==> src/hw/rtl/assert_macros.svh <==
`ifndef ASSERT_MACROS_SVH
`define ASSERT_MACROS_SVH

// Clocked check, switched off while reset is high.
`define ASSERT_CLK(label, prop, msg) \
   label: assert property (@(posedge clock) disable iff (reset) (prop)) \
      else $error(msg);

// Condition that must never be seen at a clock edge.
`define ASSERT_NEVER(label, cond, msg) \
   `ASSERT_CLK(label, !(cond), msg)

`endif

==> src/hw/rtl/slfe_pkg.sv <==
`default_nettype none

package slfe_pkg;

   localparam int MAX_POINTS = 64;
   localparam int COORD_BITS = 16;
   localparam int FRAC_BITS  = 16;

   // port field widths
   localparam int FIELD_W     = 16;
   localparam int SEG_W       = 6;
   localparam int ERR_W       = 48;
   localparam int STAT_W      = 2;
   localparam int IN_DATA_W   = ((2 * FIELD_W + 7) / 8) * 8;
   localparam int IN_USER_W   = 1;
   localparam int OUT_DATA_W  = ((2 * SEG_W + ERR_W + 7) / 8) * 8;
   localparam int OUT_PAD_W   = OUT_DATA_W - 2 * SEG_W - ERR_W;
   localparam int OUT_USER_W  = STAT_W;

   localparam int CNT_W = $clog2(MAX_POINTS + 1);
   localparam int IDX_W = $clog2(MAX_POINTS);

   // prefix sum widths
   localparam int PS_W  = COORD_BITS + IDX_W + 1;
   localparam int PXY_W = 2 * COORD_BITS + IDX_W;
   localparam int PSQ_W = 2 * COORD_BITS + IDX_W - 1;
   localparam int RAM_W = 2 * PS_W + PXY_W + 2 * PSQ_W;

   // fit arithmetic
   localparam int OP_W    = 2 * COORD_BITS + 2 * CNT_W + 2;
   localparam int HALF_W  = OP_W / 2;
   localparam int PROD_W  = 2 * HALF_W + 2;
   localparam int ACC_W   = 2 * OP_W;
   localparam int DIV_W   = ACC_W + FRAC_BITS + 1;
   localparam int REM_W   = ACC_W + 2;
   localparam int QCNT_W  = $clog2(ERR_W + 1);
   localparam int NUM_PROD  = 9;
   localparam int STEP_LAST = NUM_PROD * 4 - 1;
   localparam int STEP_W    = $clog2(NUM_PROD * 4);
   localparam int PIDX_W    = STEP_W - 2;

   localparam int QUEUE_DEPTH = 4;
   localparam int QPTR_W      = $clog2(QUEUE_DEPTH);

   typedef enum logic [STAT_W-1:0] {
      ST_OK       = 2'd0,
      ST_VERTICAL = 2'd1,
      ST_ORDER    = 2'd2,
      ST_FULL     = 2'd3
   } status_type;

   typedef enum logic [1:0] {
      JOB_FIT,
      JOB_ORDER,
      JOB_FULL
   } job_kind_type;

   typedef struct packed {
      job_kind_type     kind;
      logic [IDX_W-1:0] j;
   } job_type;

   typedef struct packed {
      logic full;
      logic empty;
   } queue_stat_type;

   typedef struct packed {
      logic [PS_W-1:0]  sx;
      logic [PS_W-1:0]  sy;
      logic [PXY_W-1:0] sxy;
      logic [PSQ_W-1:0] sxx;
      logic [PSQ_W-1:0] syy;
   } prefix_type;

   typedef enum logic [3:0] {
      OPD_N, OPD_SX, OPD_SY, OPD_SXY, OPD_SXX, OPD_SYY, OPD_D, OPD_NN, OPD_V
   } operand_type;

   typedef enum logic [2:0] {
      DST_D, DST_N, DST_V, DST_NUM, DST_DEN
   } dest_type;

   typedef struct packed {
      operand_type a;
      operand_type b;
      logic        sub;
      logic        first;
      logic        last;
      dest_type    dest;
   } mac_op_type;

   typedef struct packed {
      logic       valid;
      logic       sub;
      logic       first;
      logic       last;
      dest_type   dest;
      logic [1:0] sh;
   } prod_tag_type;

   typedef enum logic [3:0] {
      B_IDLE, B_READJ, B_GRABJ, B_READI, B_SUMS, B_MAC, B_DRAIN,
      B_PREP, B_CHECK, B_DIV, B_EMIT
   } back_state_type;

   // D = n*Sxx - Sx^2, N = n*Sxy - Sx*Sy, V = n*Syy - Sy^2, DEN = n*D, NUM = V*D - N^2
   // a result is written after its last partial, so DEN sits between V and its use
   function automatic mac_op_type mac_op(input logic [PIDX_W-1:0] idx);
      mac_op_type op;
      op = '{a: OPD_N, b: OPD_N, sub: 1'b0, first: 1'b1, last: 1'b1, dest: DST_DEN};
      unique case (idx)
         PIDX_W'(0): op = '{OPD_N,  OPD_SXX, 1'b0, 1'b1, 1'b0, DST_D};
         PIDX_W'(1): op = '{OPD_SX, OPD_SX,  1'b1, 1'b0, 1'b1, DST_D};
         PIDX_W'(2): op = '{OPD_N,  OPD_SXY, 1'b0, 1'b1, 1'b0, DST_N};
         PIDX_W'(3): op = '{OPD_SX, OPD_SY,  1'b1, 1'b0, 1'b1, DST_N};
         PIDX_W'(4): op = '{OPD_N,  OPD_SYY, 1'b0, 1'b1, 1'b0, DST_V};
         PIDX_W'(5): op = '{OPD_SY, OPD_SY,  1'b1, 1'b0, 1'b1, DST_V};
         PIDX_W'(6): op = '{OPD_N,  OPD_D,   1'b0, 1'b1, 1'b1, DST_DEN};
         PIDX_W'(7): op = '{OPD_V,  OPD_D,   1'b0, 1'b1, 1'b0, DST_NUM};
         PIDX_W'(8): op = '{OPD_NN, OPD_NN,  1'b1, 1'b0, 1'b1, DST_NUM};
         default:    op = '{OPD_N,  OPD_N,   1'b0, 1'b1, 1'b1, DST_DEN};
      endcase
      return op;
   endfunction

endpackage

`default_nettype wire

==> src/hw/rtl/slfe_back.sv <==
`default_nettype none
`include "assert_macros.svh"

module slfe_back (
   input  logic                                clock,
   input  logic                                reset,
   input  slfe_pkg::job_type                   head_job,
   input  slfe_pkg::queue_stat_type            qstat,
   output logic                                pop,
   output logic                                back_idle,
   output logic [slfe_pkg::IDX_W-1:0]          rd_addr,
   input  slfe_pkg::prefix_type                rd_data,
   output logic                                rsp_tvalid,
   input  logic                                rsp_tready,
   output logic [slfe_pkg::OUT_DATA_W-1:0]     rsp_tdata,  // [5:0] seg_start, [11:6] seg_end,
                                                           // [59:12] fit_error
   output logic [slfe_pkg::OUT_USER_W-1:0]     rsp_tuser,  // [1:0] status
   output logic                                rsp_tlast   // last_of_run
);
   import slfe_pkg::*;

   back_state_type            state_ff;
   back_state_type            state_in;
   job_kind_type              kind_ff;
   logic [IDX_W-1:0]          j_ff;
   logic [IDX_W-1:0]          i_ff;
   prefix_type                pj_ff;

   logic signed [PS_W-1:0]    sx_ff;
   logic signed [PS_W-1:0]    sy_ff;
   logic signed [PXY_W-1:0]   sxy_ff;
   logic [PSQ_W-1:0]          sxx_ff;
   logic [PSQ_W-1:0]          syy_ff;
   logic [CNT_W-1:0]          n_ff;

   logic [STEP_W-1:0]         step_ff;
   logic signed [PROD_W-1:0]  prod_ff;
   prod_tag_type              ptag_ff;
   logic signed [ACC_W-1:0]   acc_ff;
   logic signed [OP_W-1:0]    d_ff;
   logic signed [OP_W-1:0]    nn_ff;
   logic signed [OP_W-1:0]    v_ff;
   logic signed [ACC_W-1:0]   num_ff;
   logic signed [ACC_W-1:0]   den_ff;

   logic [REM_W-1:0]          rem_ff;
   logic [REM_W-1:0]          d2_ff;
   logic [ERR_W-1:0]          lo_ff;
   logic [ERR_W-1:0]          q_ff;
   logic [QCNT_W-1:0]         qcnt_ff;
   logic [ERR_W-1:0]          res_err_ff;
   status_type                res_status_ff;

   logic                      rsp_valid_ff;
   logic [OUT_DATA_W-1:0]     rsp_data_ff;
   logic [OUT_USER_W-1:0]     rsp_user_ff;
   logic                      rsp_last_ff;

   prefix_type                pi_sel;
   mac_op_type                op;
   logic signed [OP_W-1:0]    opa;
   logic signed [OP_W-1:0]    opb;
   logic signed [HALF_W:0]    a_part;
   logic signed [HALF_W:0]    b_part;
   logic signed [ACC_W-1:0]   term_ext;
   logic signed [ACC_W-1:0]   term;
   logic signed [ACC_W-1:0]   acc_base;
   logic signed [ACC_W-1:0]   acc_new;
   logic [DIV_W-1:0]          nump;
   logic [REM_W-1:0]          trial;
   logic                      trial_ge;
   logic                      out_free;
   logic                      run_done;

   assign out_free = !rsp_valid_ff || rsp_tready;
   assign run_done = (kind_ff != JOB_FIT) ||
                     ((CNT_W'(i_ff) + CNT_W'(1)) == CNT_W'(j_ff));

   // next state
   always_comb begin
      state_in = state_ff;
      unique case (state_ff)
         B_IDLE:  if (!qstat.empty) state_in = (head_job.kind == JOB_FIT) ? B_READJ : B_EMIT;
         B_READJ: state_in = B_GRABJ;
         B_GRABJ: state_in = B_READI;
         B_READI: state_in = B_SUMS;
         B_SUMS:  state_in = B_MAC;
         B_MAC:   if (step_ff == STEP_W'(STEP_LAST)) state_in = B_DRAIN;
         B_DRAIN: if (!ptag_ff.valid) state_in = B_PREP;
         B_PREP:  state_in = ((d_ff == '0) || num_ff[ACC_W-1]) ? B_EMIT : B_CHECK;
         B_CHECK: state_in = (rem_ff >= d2_ff) ? B_EMIT : B_DIV;
         B_DIV:   if (qcnt_ff == QCNT_W'(ERR_W - 1)) state_in = B_EMIT;
         B_EMIT:  if (out_free) state_in = run_done ? B_IDLE : B_READI;
         default: state_in = B_IDLE;
      endcase
   end

   // control outputs
   always_comb begin
      pop       = 1'b0;
      back_idle = 1'b0;
      rd_addr   = j_ff;
      unique case (state_ff)
         B_IDLE: begin
            pop       = !qstat.empty;
            back_idle = 1'b1;
         end
         B_READI: rd_addr = IDX_W'(i_ff - IDX_W'(1));
         default: rd_addr = j_ff;
      endcase
   end

   // partial-product operands
   always_comb begin
      op = mac_op(step_ff[STEP_W-1:2]);
      case (op.a)
         OPD_N:   opa = OP_W'(n_ff);
         OPD_SX:  opa = OP_W'(sx_ff);
         OPD_SY:  opa = OP_W'(sy_ff);
         OPD_SXY: opa = OP_W'(sxy_ff);
         OPD_SXX: opa = OP_W'(sxx_ff);
         OPD_SYY: opa = OP_W'(syy_ff);
         OPD_D:   opa = d_ff;
         OPD_NN:  opa = nn_ff;
         OPD_V:   opa = v_ff;
         default: opa = '0;
      endcase
      case (op.b)
         OPD_N:   opb = OP_W'(n_ff);
         OPD_SX:  opb = OP_W'(sx_ff);
         OPD_SY:  opb = OP_W'(sy_ff);
         OPD_SXY: opb = OP_W'(sxy_ff);
         OPD_SXX: opb = OP_W'(sxx_ff);
         OPD_SYY: opb = OP_W'(syy_ff);
         OPD_D:   opb = d_ff;
         OPD_NN:  opb = nn_ff;
         OPD_V:   opb = v_ff;
         default: opb = '0;
      endcase
      // low halves are unsigned, high halves carry the sign
      a_part = step_ff[1] ? $signed({opa[OP_W-1], opa[OP_W-1:HALF_W]})
                          : $signed({1'b0, opa[HALF_W-1:0]});
      b_part = step_ff[0] ? $signed({opb[OP_W-1], opb[OP_W-1:HALF_W]})
                          : $signed({1'b0, opb[HALF_W-1:0]});
   end

   always_comb begin
      term_ext = ACC_W'(prod_ff);
      case (ptag_ff.sh)
         2'd0:    term = term_ext;
         2'd1:    term = term_ext <<< HALF_W;
         default: term = term_ext <<< (2 * HALF_W);
      endcase
      acc_base = ptag_ff.first ? '0 : acc_ff;
      acc_new  = ptag_ff.sub ? (acc_base - term) : (acc_base + term);
   end

   always_comb begin
      pi_sel   = (i_ff == '0) ? '0 : rd_data;
      nump     = (DIV_W'($unsigned(num_ff)) << (FRAC_BITS + 1)) +
                 DIV_W'($unsigned(den_ff));
      trial    = {rem_ff[REM_W-2:0], lo_ff[ERR_W-1]};
      trial_ge = (trial >= d2_ff);
   end

   always_ff @(posedge clock) begin
      if (reset) begin
         state_ff      <= B_IDLE;
         rsp_valid_ff  <= 1'b0;
      end else begin
         state_ff      <= state_in;
         if (state_ff == B_EMIT && out_free) begin
            rsp_valid_ff <= 1'b1;
         end else if (rsp_tready) begin
            rsp_valid_ff <= 1'b0;
         end
      end
   end

   always_ff @(posedge clock) begin
      if (reset) begin
         ptag_ff.valid <= 1'b0;
      end else begin
         ptag_ff.valid <= (state_ff == B_MAC);
      end

      // accumulate stage, working on each product in the cycle after the multiplier forms it
      if (ptag_ff.valid) begin
         acc_ff <= acc_new;
         if (ptag_ff.last) begin
            case (ptag_ff.dest)
               DST_D:   d_ff   <= OP_W'(acc_new);
               DST_N:   nn_ff  <= OP_W'(acc_new);
               DST_V:   v_ff   <= OP_W'(acc_new);
               DST_NUM: num_ff <= acc_new;
               default: den_ff <= acc_new;
            endcase
         end
      end

      unique case (state_ff)
         B_IDLE: begin
            kind_ff    <= head_job.kind;
            j_ff       <= head_job.j;
            i_ff       <= '0;
            res_err_ff <= '0;
            res_status_ff <= (head_job.kind == JOB_FULL) ? ST_FULL : ST_ORDER;
         end
         B_GRABJ: pj_ff <= rd_data;
         B_SUMS: begin
            sx_ff   <= $signed(pj_ff.sx)  - $signed(pi_sel.sx);
            sy_ff   <= $signed(pj_ff.sy)  - $signed(pi_sel.sy);
            sxy_ff  <= $signed(pj_ff.sxy) - $signed(pi_sel.sxy);
            sxx_ff  <= pj_ff.sxx - pi_sel.sxx;
            syy_ff  <= pj_ff.syy - pi_sel.syy;
            n_ff    <= CNT_W'(j_ff) - CNT_W'(i_ff) + CNT_W'(1);
            step_ff <= '0;
         end
         B_MAC: begin
            prod_ff       <= a_part * b_part;
            ptag_ff.sub   <= op.sub;
            ptag_ff.first <= op.first && (step_ff[1:0] == 2'd0);
            ptag_ff.last  <= op.last && (step_ff[1:0] == 2'd3);
            ptag_ff.dest  <= op.dest;
            ptag_ff.sh    <= 2'(step_ff[1]) + 2'(step_ff[0]);
            step_ff       <= step_ff + STEP_W'(1);
         end
         B_PREP: begin
            res_err_ff    <= '0;
            res_status_ff <= (d_ff == '0) ? ST_VERTICAL : ST_OK;
            rem_ff        <= REM_W'(nump >> ERR_W);
            lo_ff         <= nump[ERR_W-1:0];
            d2_ff         <= REM_W'($unsigned(den_ff)) << 1;
            q_ff          <= '0;
            qcnt_ff       <= '0;
         end
         B_CHECK: begin
            // quotient would need more than the output width: saturate
            if (rem_ff >= d2_ff) begin
               res_err_ff <= '1;
            end
         end
         B_DIV: begin
            rem_ff  <= trial_ge ? (trial - d2_ff) : trial;
            lo_ff   <= lo_ff << 1;
            q_ff    <= {q_ff[ERR_W-2:0], trial_ge};
            qcnt_ff <= qcnt_ff + QCNT_W'(1);
            if (qcnt_ff == QCNT_W'(ERR_W - 1)) begin
               res_err_ff <= {q_ff[ERR_W-2:0], trial_ge};
            end
         end
         B_EMIT: begin
            if (out_free) begin
               rsp_data_ff <= {{OUT_PAD_W{1'b0}}, res_err_ff,
                               (kind_ff == JOB_FIT) ? SEG_W'(j_ff) : SEG_W'(0),
                               (kind_ff == JOB_FIT) ? SEG_W'(i_ff) : SEG_W'(0)};
               rsp_user_ff <= res_status_ff;
               rsp_last_ff <= run_done;
               i_ff        <= i_ff + IDX_W'(1);
            end
         end
         default: ;
      endcase
   end

   assign rsp_tvalid = rsp_valid_ff;
   assign rsp_tdata  = rsp_data_ff;
   assign rsp_tuser  = rsp_user_ff;
   assign rsp_tlast  = rsp_last_ff;

   `ASSERT_CLK(a_seg_in_range, (state_ff == B_EMIT && kind_ff == JOB_FIT) |-> (i_ff < j_ff),
      "segment start not below segment end")
   `ASSERT_CLK(a_div_steps, (state_ff == B_DIV) |-> (qcnt_ff < QCNT_W'(ERR_W)),
      "divider ran past the quotient width")

endmodule

`default_nettype wire

==> config.mk <==
export PLATFORM = sky130hd
export DESIGN_NAME = slfe_back
export DESIGN_NICKNAME = d
export VERILOG_FILES = /design/src/hw/rtl/slfe_pkg.sv /design/src/hw/rtl/slfe_back.sv
export VERILOG_INCLUDE_DIRS = /design/src /design/src/hw/rtl
export SDC_FILE = /design/constraint.sdc
export NUM_CORES = 2
export LEC_CHECK = 0
export ABC_CLOCK_PERIOD_IN_PS = 20300
export BUFFER_PORTS_ARGS = -buffer_cell sky130_fd_sc_hd__buf_2
export CELL_PAD_IN_SITES_DETAIL_PLACEMENT = 1
export CELL_PAD_IN_SITES_GLOBAL_PLACEMENT = 2
export CORE_MARGIN = 2
export CORE_UTILIZATION = 46
export DETAILED_ROUTE_END_ITERATION = 6
export GPL_ROUTABILITY_DRIVEN = 1
export PLACE_DENSITY = 0.95
export SYNTH_ARGS = -nofsm -noshare
export SYNTH_HDL_FRONTEND = slang
export SYNTH_SLANG_ARGS = --single-unit
==> constraint.sdc <==
create_clock -name clock -period 20.3 [get_ports clock]
set_input_delay 1.015 -clock clock [delete_from_list [all_inputs] [get_ports clock]]
set_output_delay 1.015 -clock clock [all_outputs]
set_load 0.1 [all_outputs]
# ---- After elaboration in Yosys (flattened, before gate mapping)
# Memory sizes are Yosys's and may differ from the RTL's. A register that Yosys moved wholly into a read port is not among the register bits.
# Cells that the tools add are included.
dict set report totals {
  reg_bits 1247
  rom_bits 208
  elab_cells 178
  mem_count 1
}
# memory words width rd rd_ports_with_merged_regs write_ports line
set memory_table {}
lappend memory_table {{(no name shown)} 16 13 1 1 0 slfe_pkg.sv:112} ;# unique case (idx)
dict set report classes {
  addsub 17
  n_mul 1
  order_cmp 2
  n_eq_ne 41
  muxes 38
  n_bitwise 1
  reduce_logical 36
}
# op n
set ops {}
lappend ops {{48-bit case mux with 9 select lines} 2}
lappend ops {{98-bit by 97-bit greater-or-equal comparator with 1-bit output} 2}
lappend ops {{98-bit case mux with 2 select lines} 1}
lappend ops {{96-bit two-way mux} 2}
lappend ops {{96-bit case mux with 2 select lines} 1}
lappend ops {{158-bit two-way mux} 1}
lappend ops {{48-bit case mux with 3 select lines} 1}
lappend ops {{113-bit by 96-bit adder with 113-bit output} 1}
lappend ops {{98-bit two-way mux} 1}
lappend ops {{98-bit by 97-bit subtractor with 98-bit output} 1}
lappend ops {{96-bit adder} 1}
lappend ops {{48-bit two-way mux} 2}
lappend ops {{48-bit case mux with 2 select lines} 1}
lappend ops {{96-bit subtractor} 1}
lappend ops {{47-bit case mux with 2 select lines} 1}
lappend ops {{37-bit subtractor} 2}
lappend ops {{25-bit by 25-bit multiplier with 50-bit output} 1}
lappend ops {{25-bit two-way mux} 2}
lappend ops {{4-bit by 3-bit equality test with 1-bit output, second input constant} 12}
lappend ops {{48-bit logical NOT} 1}
lappend ops {{23-bit subtractor} 2}
lappend ops {{4-bit case mux with 11 select lines} 1}
lappend ops {{38-bit subtractor} 1}
lappend ops {{6-bit case mux with 2 select lines} 3}
lappend ops {{36 further kinds} 92}

# ---- Depth between registers and ports, before layout
dict set report depth {
  depth_word 6
  depth_mapped 41
  depth_no_buf 37
}

# ---- Least setup slack after synthesis
# No wires, ideal clock.
dict set report synth_path {
  kind {reg2reg}
  from {register state_ff[3]}
  to {register pj_ff[0] in the netlist's numbering, enable pin}
  setup_ps 869
  arrival_ps 11329
  path_slack_ps 8102
  stages_incl_launch_ff 4
  n_path_buf 1
  path_cell_list {dfxtp_1 > clkbuf_1 > nand2b_1 > nor3_1}
}
dict set report synth_between {
  elab_chain_len 1
}
# item line
set synth_lines {}
lappend synth_lines {{from (decl)} slfe_back.sv:22} ;# back_state_type state_ff;
lappend synth_lines {{from (signal assigned)} slfe_back.sv:171} ;# state_ff <= state_in;
lappend synth_lines {{4-bit by 2-bit equality test with 1-bit output} slfe_back.sv:201} ;# unique case (state_ff)
lappend synth_lines {{to (signal assigned)} slfe_back.sv:209} ;# B_GRABJ: pj_ff <= rd_data;
lappend synth_lines {{to (decl)} slfe_back.sv:27} ;# prefix_type pj_ff;
# No other way between the ends.
# A chain may end at the register's enable or synchronous reset.

# ---- Worst setup path after layout
dict set report layout_path {
  from {register op[7] (netlist name)}
  to {register prod_ff[47], data pin}
}
dict set report layout_between {
  elab_chain_len 4
  elab_cells_between_ends 12
}
# item line
set layout_lines {}
lappend layout_lines {{4-bit equality test (tied with other cells)} slfe_back.sv:128} ;# case (op.b)
lappend layout_lines {{48-bit case mux with 9 select lines *} slfe_back.sv:128}
lappend layout_lines {{25-bit two-way mux *} slfe_back.sv:143} ;# b_part = step_ff[0] ? $signed({opb[OP_W-1], opb[OP_W-1:HALF_W]})
lappend layout_lines {{25-bit by 25-bit multiplier with 50-bit output *} slfe_back.sv:220} ;# prod_ff <= a_part * b_part;
lappend layout_lines {{to (signal assigned)} slfe_back.sv:220}
lappend layout_lines {{to (decl)} slfe_back.sv:37} ;# logic signed [PROD_W-1:0] prod_ff;
# Mark *: on every way between the ends. The rest lies on a longest branch, timed or not.

==> flow_results.org <==
** GRT
- Wire length of the first global-routing pass :: 518,000 µm
- Via count of the first global-routing pass :: 83,500
- Entering global routing, the biggest net connects 166 pins.
- The total overflow left after global routing is 0.
- Number of antenna violations at the first check in global routing :: 15
- Across every metal layer, demand over resource in global routing totals 0.312.

** Yosys
- By area the synthesized netlist is led by sky130_fd_sc_hd__edfxtp_1 38%, sky130_fd_sc_hd__fa_1 14%, sky130_fd_sc_hd__ha_1 8.7%.
- For this run, the leading register cell type out of synthesis is sky130_fd_sc_hd__edfxtp_1.
- Combinational family with the most area after synthesis :: adder cells
- Post-synthesis sequential element count :: 1,260
- Cell type with the largest total area after synthesis :: sky130_fd_sc_hd__edfxtp_1
- Of the total synthesized cell area, the portion taken by full adders, half adders and majority gates is 0.223.
- Average instance area after synthesis :: 10.2 µm²
- After technology mapping, the gate count stands at 9,686.
- Top cell type's share of synthesized area :: 0.379
- The complex-gate fraction of the synthesized area came to 0.146.
- Yosys mapped the design onto 107 distinct sky130hd cell types.
- Proportion of register bits with asynchronous set or reset after synthesis :: 0
- In this run, synthesis inferred 1,241 flip-flops with an integrated enable.
- The portion of synthesized area spent on multiplexers is 0.0105.
- Proportion of synthesized chip area in sequential cells :: 0.383
- Simple-Gate Fraction of Synth Area :: 0.135
- Of the total synthesized cell area, the portion taken by XOR and XNOR cells is 0.0500.
- Synth warnings :: 0
- Mapped Area :: 98,400 µm²

** Floorplan
- Die H :: 467 µm
- Row cnt :: 169
- The die is 467 µm wide.
- The die covers 218,000 µm².
- For this configuration, the core starts out at a cell density of 0.464.
- Pin placement for this block handled 247 I/O pins.
- The total area inside the core boundary comes to 212,000 µm².

** Clocking
- Insertion delay to the later sink of the worst-skew pair :: 0.84 ns
- TritonCTS created 144 clock buffers.
- For this design, the sink count on the clock tree is 1,260.
- Buffers added to address setup during post-CTS repair amount to 0.
- CTS placed an instance of sky130_fd_sc_hd__clkbuf_16 at the clock tree root.
- TritonCTS built the clock tree.
- Hold buffer count at CTS :: 0
- Number of resized instances in the post-cts repair step :: 0
- CTS H-tree lvls :: 4
- After clock tree synthesis, the clock-pin slew on the worst setup and hold paths is 0.06 ns.
- No sink is reached through more buffers than the 3 on the longest clock path.

** Setup path
- Standard cell with the maximum stage delay on the critical path :: sky130_fd_sc_hd__and2_0
- For the worst setup path, the data required time is 20.82 ns.
- By instance count, the cell type seen most on the critical path is sky130_fd_sc_hd__fa_1.
- Critical path data arrival time :: 12.91 ns
- The critical path is of the flip-flop to flip-flop type.
- Crit-path max cell delay :: 0.92 ns
- Along the worst path, the maximum fanout reaches 40.
- The worst setup path is captured at a flip-flop.
- The worst setup path is launched from a flip-flop.

** Detailed routing
- Starting DRC count in detailed routing :: 7,171
- In the routed design, unresolved DRC markers number 5.
- The routed layout has 77,300 vias.
- Number of antenna-violating nets in the routed design :: 0
- In the routed layout, each cell is associated on average with a via count of 6.06.
- Wirelength per Cell :: 26.9 µm
- Wires add up to 343,000 µm.
- Initial DRT Pass Iterations :: 7

** STA
- The smallest clock period supported by the final layout is computed as 12.39 ns.
- After routing, the total negative slack on setup checks comes to 0 ns.
- Crit share post-route :: 0.610
- Setup violations, final :: 0
- Derived from the worst setup path, the maximum achievable clock frequency is 0.0807 GHz.
- Headroom to the max-slew limit came out at 0.0813.
- Final hold analysis gives a worst-case slack of 0.382 ns.
- Setup repair after global routing missed its margin :: no
- For the pin with the worst max-slew slack, the measured transition is 1.37 ns.
- Final hold violation count :: 0
- Max-slew violation total from the final report :: 0
- Clock skew on the completed layout was measured at 0.0680 ns.

** Cells and area
- P&R area growth vs syn :: 9.67%
- Filler Cells Inserted :: 23,300
- Net total in the final layout :: 11,300
- Of the cells placed in the final design, the portion with a size suffix greater than 1 is 0.0826.

** Place
- Routability-driven placement finished with a final weighted congestion of 0.953.
- HPWL Detailed :: 265,000 µm
- Quantity of I/O buffers inserted on ports :: 241

** Run status
- The flow ran to the end, but the final reports show violations.
- The checks that failed: DRC.

** Job
- The tool flagged a number of max-cap violations equal to 0.

** Hold path
- Classification of the worst-slack hold path :: input pin to flip-flop
[synthesized netlist by cell type (102+ instances only)]
| library cell | number |
|---|---|
| sky130_fd_sc_hd__edfxtp_1 | 1241 |
| sky130_fd_sc_hd__nand2_1 | 1064 |
| sky130_fd_sc_hd__inv_1 | 959 |
| sky130_fd_sc_hd__a21oi_1 | 732 |
| sky130_fd_sc_hd__ha_1 | 684 |
| sky130_fd_sc_hd__fa_1 | 668 |
| sky130_fd_sc_hd__nor2_1 | 650 |
| sky130_fd_sc_hd__xnor2_1 | 350 |
| sky130_fd_sc_hd__clkbuf_1 | 349 |
| sky130_fd_sc_hd__o21ai_0 | 274 |
| sky130_fd_sc_hd__a21o_1 | 272 |
| sky130_fd_sc_hd__xor2_1 | 212 |
| sky130_fd_sc_hd__nor2b_1 | 203 |
| sky130_fd_sc_hd__and2_1 | 192 |
| sky130_fd_sc_hd__nand3_1 | 138 |
| sky130_fd_sc_hd__o21ai_1 | 113 |
| sky130_fd_sc_hd__nor3_1 | 103 |
| sky130_fd_sc_hd__nand4_1 | 102 |
[area by class of cell]
class / instances / area, µm² / share of cell area
Antenna cell: 5 / 12.5 / 0.000116
Clock buffer: 157 / 3650 / 0.0338
Clock inverter: 105 / 1170 / 0.0109
Inverter: 962 / 3610 / 0.0335
Multi-Input combinational cell: 7057 / 56000 / 0.519
Sequential cell: 1260 / 37700 / 0.349
Tap cell: 2821 / 3530 / 0.0327
Timing Repair Buffer: 381 / 2290 / 0.0213
[final timing paths]
path / slack, ns / from / cells after the start / end
worst max-delay path: 7.91 / op[7]$_DFF_P_ / 37 / prod_ff[47]$_DFFE_PP_
worst min-delay path: 0.38 / rd_data[44] / 1 / pj_ff[44]$_DFFE_PP_
worst max register to register: 7.91 / op[7]$_DFF_P_ / 37 / prod_ff[47]$_DFFE_PP_
worst min register to register: 0.40 / res_err_ff[46]$_DFFE_PP_ / 0 / rsp_tdata[58]$_DFFE_PP_
[cells in the final DEF (no fill, tap or decap), types with 77 or more instances in the layout]
cell and count:
sky130_fd_sc_hd__edfxtp_1 1241, sky130_fd_sc_hd__nand2_1 1063, sky130_fd_sc_hd__inv_1 957, sky130_fd_sc_hd__a21oi_1 727, sky130_fd_sc_hd__ha_1 684, sky130_fd_sc_hd__fa_1 668, sky130_fd_sc_hd__nor2_1 644, sky130_fd_sc_hd__xnor2_1 348
sky130_fd_sc_hd__a21o_1 272, sky130_fd_sc_hd__o21ai_0 270, sky130_fd_sc_hd__buf_2 241, sky130_fd_sc_hd__xor2_1 212, sky130_fd_sc_hd__nor2b_1 203, sky130_fd_sc_hd__and2_1 190, sky130_fd_sc_hd__clkbuf_16 144, sky130_fd_sc_hd__nand3_1 137
sky130_fd_sc_hd__buf_4 137, sky130_fd_sc_hd__o21ai_1 115, sky130_fd_sc_hd__nand4_1 102, sky130_fd_sc_hd__nor3_1 96, sky130_fd_sc_hd__nand2b_1 95, sky130_fd_sc_hd__o21bai_1 90, sky130_fd_sc_hd__a22oi_1 77
[flip-flops by register name (all words and copies together) (netlist names), 38 cells and up]
name and flops:
rem_ff 98, d2_ff 96, den_ff 96, q_ff 47, acc_ff 96, v_ff 48, pj_ff 158, prod_ff 50
rsp_tdata 60, nn_ff 48, lo_ff 48, res_err_ff 48, num_ff 96, d_ff 48, sxy_ff 38
[routing by layer]
metal	wire, µm	share of wire	global-route usage
met1	136000	0.40	0.392
met2	165000	0.48	0.528
met3	22700	0.066	0.0472
met4	18000	0.053	0.146
met5	39	0.00011	0
[kinds of logic after synthesis]
| kind of cell | Yosys count |
|---|---|
| adder cells (fa/ha/maj) | 1352 |
| AND/OR/NAND/NOR | 2825 |
| multiplexers | 87 |
| AO/OA/AOI/OAI | 2227 |
| buffers and inverters | 1372 |
| flip-flops | 1260 |
| other | 1 |
| XOR/XNOR | 562 |
[worst max-delay path, delay by kind of cell, from the launching register on]
family                   cells  cell delay (ns)
AO/OA/AOI/OAI               15             4.36
adder cells (fa/ha/maj)      8             3.77
AND/OR/NAND/NOR              6             2.18
buffers and inverters        7             1.22
flip-flops                   1             0.32
XOR/XNOR                     1             0.13
[through the flow]
step | std cells | area, µm² | worst slack (ns) | utilization
global route | 12700 | 108000 | 7.66 | 0.508
CTS | 12700 | 108000 | 8.20 | 0.508
detailed placement | 12500 | 103000 | 8.29 | 0.486
floorplan | 9689 | 98400 | 8.10 | -
finish | 12700 | 108000 | 7.91 | 0.508
global placement | 12500 | 103000 | 8.53 | 0.486
Power is left out: the tool's default activity adds up to more than one toggle a clock period on the data nets, which glitch-free logic cannot reach.
